<file path="src/hdl/fys_pkg.sv">
`timescale 1ns / 1ps
`default_nettype none

package fys_pkg;

    // Store depth default and fixed field widths.
    localparam int DEPTH_DEF = 256;
    localparam int DATA_W    = 32;
    localparam int RAND_W    = 31;
    localparam int CMD_W     = 2;
    localparam int ST_W      = 2;

    // Command codes carried by each input item.
    localparam logic [CMD_W-1:0] CMD_CLEAR = 2'd0;
    localparam logic [CMD_W-1:0] CMD_LOAD  = 2'd1;
    localparam logic [CMD_W-1:0] CMD_STEP  = 2'd2;
    localparam logic [CMD_W-1:0] CMD_READ  = 2'd3;

    // Status codes returned with each result item.
    localparam logic [ST_W-1:0] ST_DONE   = 2'd0;
    localparam logic [ST_W-1:0] ST_REJECT = 2'd1;
    localparam logic [ST_W-1:0] ST_NOSTEP = 2'd2;
    localparam logic [ST_W-1:0] ST_EMPTY  = 2'd3;

    // Commands from the controller to the datapath.
    typedef struct packed {
        logic            clear;
        logic            load;
        logic            step_init;
        logic            div_start;
        logic            div_run;
        logic            rd_item;
        logic            rd_cursor;
        logic            rd_n;
        logic            wr_cursor;
        logic            wr_n;
        logic            dec_cursor;
        logic            set_st;
        logic [ST_W-1:0] st;
        logic            out_load;
    } t_dp_cmd;

    // Status from the datapath to the controller.
    typedef struct packed {
        logic count_zero;
        logic full;
        logic started;
        logic eff_zero;
        logic div_done;
        logic n_eq_cursor;
        logic slot_free;
    } t_dp_sts;

endpackage

`default_nettype wire

</file>
<file path="src/hdl/fys_ctrl.sv">
`timescale 1ns / 1ps
`default_nettype none

module fys_ctrl
    import fys_pkg::*;
(
    input  wire logic             i_clk,
    input  wire logic             i_rst_n,
    input  wire logic             i_valid,
    input  wire logic [CMD_W-1:0] i_cmd,
    input  wire t_dp_sts          i_sts,
    output logic                  o_stall,
    output t_dp_cmd               o_cmd
);

    localparam logic [2:0] S_IDLE = 3'd0;
    localparam logic [2:0] S_DIV  = 3'd1;
    localparam logic [2:0] S_RDA  = 3'd2;
    localparam logic [2:0] S_RDB  = 3'd3;
    localparam logic [2:0] S_WRA  = 3'd4;
    localparam logic [2:0] S_WRB  = 3'd5;
    localparam logic [2:0] S_FIN  = 3'd6;

    logic [2:0] r_state;
    logic [2:0] n_state;

    // Items are taken only while no earlier item is in progress.
    assign o_stall = (r_state != S_IDLE);

    // Next state and datapath commands.
    always_comb begin
        n_state = r_state;
        o_cmd   = '0;
        unique case (r_state)
            S_IDLE: begin
                if (i_valid) begin
                    o_cmd.set_st = 1'b1;
                    n_state      = S_FIN;
                    unique case (i_cmd)
                        CMD_CLEAR: begin
                            o_cmd.clear = 1'b1;
                            o_cmd.st    = ST_DONE;
                        end
                        CMD_LOAD: begin
                            if (i_sts.full || i_sts.started) begin
                                o_cmd.st = ST_REJECT;
                            end else begin
                                o_cmd.load = 1'b1;
                                o_cmd.st   = ST_DONE;
                            end
                        end
                        CMD_STEP: begin
                            if (i_sts.count_zero) begin
                                o_cmd.st = ST_EMPTY;
                            end else begin
                                o_cmd.step_init = 1'b1;
                                o_cmd.div_start = 1'b1;
                                if (i_sts.eff_zero) begin
                                    o_cmd.st = ST_NOSTEP;
                                end else begin
                                    o_cmd.st = ST_DONE;
                                    n_state  = S_DIV;
                                end
                            end
                        end
                        CMD_READ: begin
                            if (i_sts.count_zero) begin
                                o_cmd.st = ST_EMPTY;
                            end else begin
                                o_cmd.rd_item = 1'b1;
                                o_cmd.st      = ST_DONE;
                            end
                        end
                        default: begin
                            o_cmd.st = ST_DONE;
                        end
                    endcase
                end
            end
            S_DIV: begin
                o_cmd.div_run = 1'b1;
                if (i_sts.div_done) begin
                    if (i_sts.n_eq_cursor) begin
                        o_cmd.dec_cursor = 1'b1;
                        n_state          = S_FIN;
                    end else begin
                        n_state = S_RDA;
                    end
                end
            end
            S_RDA: begin
                o_cmd.rd_cursor = 1'b1;
                n_state         = S_RDB;
            end
            S_RDB: begin
                o_cmd.rd_n = 1'b1;
                n_state    = S_WRA;
            end
            S_WRA: begin
                o_cmd.wr_cursor = 1'b1;
                n_state         = S_WRB;
            end
            S_WRB: begin
                o_cmd.wr_n       = 1'b1;
                o_cmd.dec_cursor = 1'b1;
                n_state          = S_FIN;
            end
            S_FIN: begin
                if (i_sts.slot_free) begin
                    o_cmd.out_load = 1'b1;
                    n_state        = S_IDLE;
                end
            end
            default: begin
                n_state = S_IDLE;
            end
        endcase
    end

    // State register.
    always_ff @(posedge i_clk) begin
        if (!i_rst_n) begin
            r_state <= S_IDLE;
        end else begin
            r_state <= n_state;
        end
    end

endmodule

`default_nettype wire

</file>
<file path="config.mk">
export PLATFORM = sky130hd
export DESIGN_NAME = fys_ctrl
export DESIGN_NICKNAME = d
export VERILOG_FILES = /design/src/hdl/fys_pkg.sv /design/src/hdl/fys_ctrl.sv
export SDC_FILE = /design/constraint.sdc
export NUM_CORES = 1
export LEC_CHECK = 0
export BUFFER_PORTS_ARGS = -buffer_cell sky130_fd_sc_hd__clkbuf_2
export CORE_AREA = 2 2 39 41
export DETAILED_ROUTE_END_ITERATION = 6
export DIE_AREA = 0 0 41 43
export GPL_ROUTABILITY_DRIVEN = 0
export PLACE_DENSITY_LB_ADDON = 0.05
export SYNTH_ARGS = -nofsm -noshare
export SYNTH_HDL_FRONTEND = slang
export SYNTH_SLANG_ARGS = --single-unit
</file>
<file path="constraint.sdc">
create_clock -name i_clk -period 2.3 [get_ports i_clk]
set_clock_uncertainty 0.1 [all_clocks]
set_input_delay 0.115 -clock i_clk [delete_from_list [all_inputs] [get_ports i_clk]]
set_output_delay 0.115 -clock i_clk [all_outputs]
set_load 0.05 [all_outputs]
</file>
==> metrics.yaml <==
synthesis:
  synthArstFlopShare_pct: 0
  yosys_most_used_dff: "dfxtp_1"
  ys_seq_elements: 3
  synth_nets: 71
  ys_types: 27
  seq_area_frac_synth_pct: 14.7
  synth_cells: 59
  syn_avg_cell_area_um2: 6.93
  synth_top_area_cell: "dfxtp_1"
  yosys-top-cells-area: "dfxtp_1 15%, nor2_1 8.3%, a21oi_1 7.3%"
  yosysWarnings: 0
  yosysTopAreaCellShare_pct: 14.7
  syn_area_um2: 409
  synth_edf_count: 0
power:
  power.share.combinational_pct: 66.1
  vdd_drop_max_v: 0.000442
  p_sw_mw: 0.383
  power_frac_seq_pct: 19.8
  p_leak_nw: 0.279
  clkPwrFrac_pct: 14.1
  total_power_mw: 0.646
  powerDensity_nw_per_um2: 1140
  intPower_mw: 0.262
  sw_frac_of_total_pct: 59.4
sta:
  fmax_mhz: 505
  setup_tns_ns: 0
  rsz0062_at_grt: "false"
  hold_viol: 0
  period_minus_slack_ns: 1.98
  setup_viol: 0
  worst_slew_pin_slew_ns: 0.435
  holdWs_ns: 0.0434
  maxSlewViolCount: 0
  slew_headroom_pct: 71.0
  post-route-period-util_pct: 86.1
final_layout:
  largest_registers: "r_state (3)"
  final_cell_mix: "27 x clkbuf_2, 9 x nor2_1, 6 x a21oi_1"
  fin_nets: 99
  final_common_cell: "clkbuf_2"
  regMostFlops: "r_state"
  drive_above_1_share_pct: 43.0
  diodes: 0
  area_growth_pct: 38.5
  fin_area_um2: 567
  largest_reg_flops: 3
global_routing:
  gr-usage-all-layers_pct: 12.8
  grt_first_pass_wirelength_um: 1590
  grt_pass1_vias: 394
  grt_overflow_total: 0
  antenna_found_initial: 0
  grt_max_degree: 15
drt:
  met1Wirelength_um: 462
  drt_first_pass_iters: 4
  wl_per_cell_um: 9.79
  drc: 0
  vias: 483
  postRouteAntennaNets: 0
  met3_length_um: 71
  initialDrtViolationCount: 6
  top_layer: "met3"
  totalWireLength_um: 999
  vias_per_cell: 4.74
  wl_met2_um: 465
clocking:
  cts_num_sinks: 3
  cts_hold_buffers: 0
  cts_root_buf: "clkbuf_4"
  clock_path_buffers: 2
  numCtsBuffers: 3
  cts.clk_slew.worst_paths_ns: 0.04
  clock_latency_ns: 0.23
  postCtsSetupBuffers: 0
  ctsHtreeMaxLevel: 1
  cts_resized: 0
  cts_tree: "built"
worst_setup_path:
  critPathSlowestCell: "dfxtp_1"
  critPathLaunch: "r_state[2]"
  critPathKind: "reg2out"
  start_kind: "register"
  worstPathCellList: "nand2b_1 > or3_4 > clkinv_2 > nand2_4 > nor4_4 > clkbuf_2"
  r2r_start: "r_state[1]"
  critPathArrivalTime_ns: 1.77
  cp_max_fo: 13
  critPathCaptureType: "output pin"
  cp.required_ns: 2.09
  slowest_delay_ns: 0.40
hold_path:
  min_from: "i_rst_n"
  min_path_type: "in2reg"
die:
  dieWidth_um: 41
  fp.dieH_um: 43
  io_pins: 28
  rows: 14
  core_um2: 1380
  initial_core_util_pct: 29.6
  fp.dieArea_um2: 1760
run:
  cap_violations: 0
placed_design:
  placed_area_um2: 541
  port-buffer-count: 27
  dp_hpwl_um: 823
outcome:
  status: "finished, final reports clean"
[cell families (layout without fill, tap and decap cells)]
| kind of cell | Yosys count | after routing | share of synthesized area (%) |
|---|---|---|---|
| AOI/OAI and AO/OA | 14 | 14 | 18.0 |
| buffers and inverters | 7 | 34 | 10.1 |
| and+or+nand+nor | 34 | 34 | 54.7 |
| DFF | 3 | 3 | 14.7 |
| muxes | 1 | 1 | 2.45 |
[Yosys cell counts, types with 2 or more instances]
master    instances
a21oi_1           6
and2_1            2
buf_2             2
dfxtp_1           3
inv_1             2
nand2_1           3
nand2b_1          3
nor2_1            9
nor2b_1           3
nor3_1            5
o21ai_0           3
o21ai_1           3
[power by group through the flow]
stage,registers [mW],logic (mW),clock network [mW]
after global placement,0.129,0.433,0
after detailed placement,0.128,0.431,0
after global routing,0.137,0.464,0.101
after floorplan,0.0845,0.400,0
final,0.128,0.427,0.0910
after CTS,0.128,0.432,0.0970
[area by class of cell]
| type | count | area [um^2] |
|---|---|---|
| Clock buffer | 4 | 26.3 |
| Fill cell | 162 | 817 |
| Inverter | 3 | 12.5 |
| Multi-Input combinational cell | 49 | 313 |
| Sequential cell | 3 | 60.1 |
| Tap cell | 16 | 20.0 |
| Timing Repair Buffer | 27 | 135 |
[routing by layer]
layer	vias to the layer above	GRT usage, %
met5	-	0
met4	0	6.00
met3	0	1.57
met2	16	18.1
met1	208	18.5
li1	259	-
[final timing paths]
check / slack, ns / to / depth (start not counted)
worst max-delay path: 0.32 / o_cmd[13] / 6
worst min-delay path: 0.04 / r_state[0] / 2
worst max register to register: 0.91 / r_state[0] / 4
worst min register to register: 0.52 / r_state[2] / 2
[through the flow]
stage | worst slack [ns] | std cells | util [%]
6_report | 0.320 | 102 | 41.0
5_1_grt | 0.175 | 102 | 41.0
4_1_cts | 0.309 | 102 | 41.0
3_5_place_dp | 0.562 | 98 | 39.1
3_3_place_gp | 0.566 | 98 | 39.1
2_1_floorplan | 0.192 | 59 | -
[worst max-delay path: cells and delay by family, from the launching register on]
family / cells / cell delay (ns)
flip-flops: 1 / 0.40
buffers and inverters: 2 / 0.39
AND/OR/NAND/NOR: 4 / 0.74
Note: power is estimated with default switching activity, not from simulation.
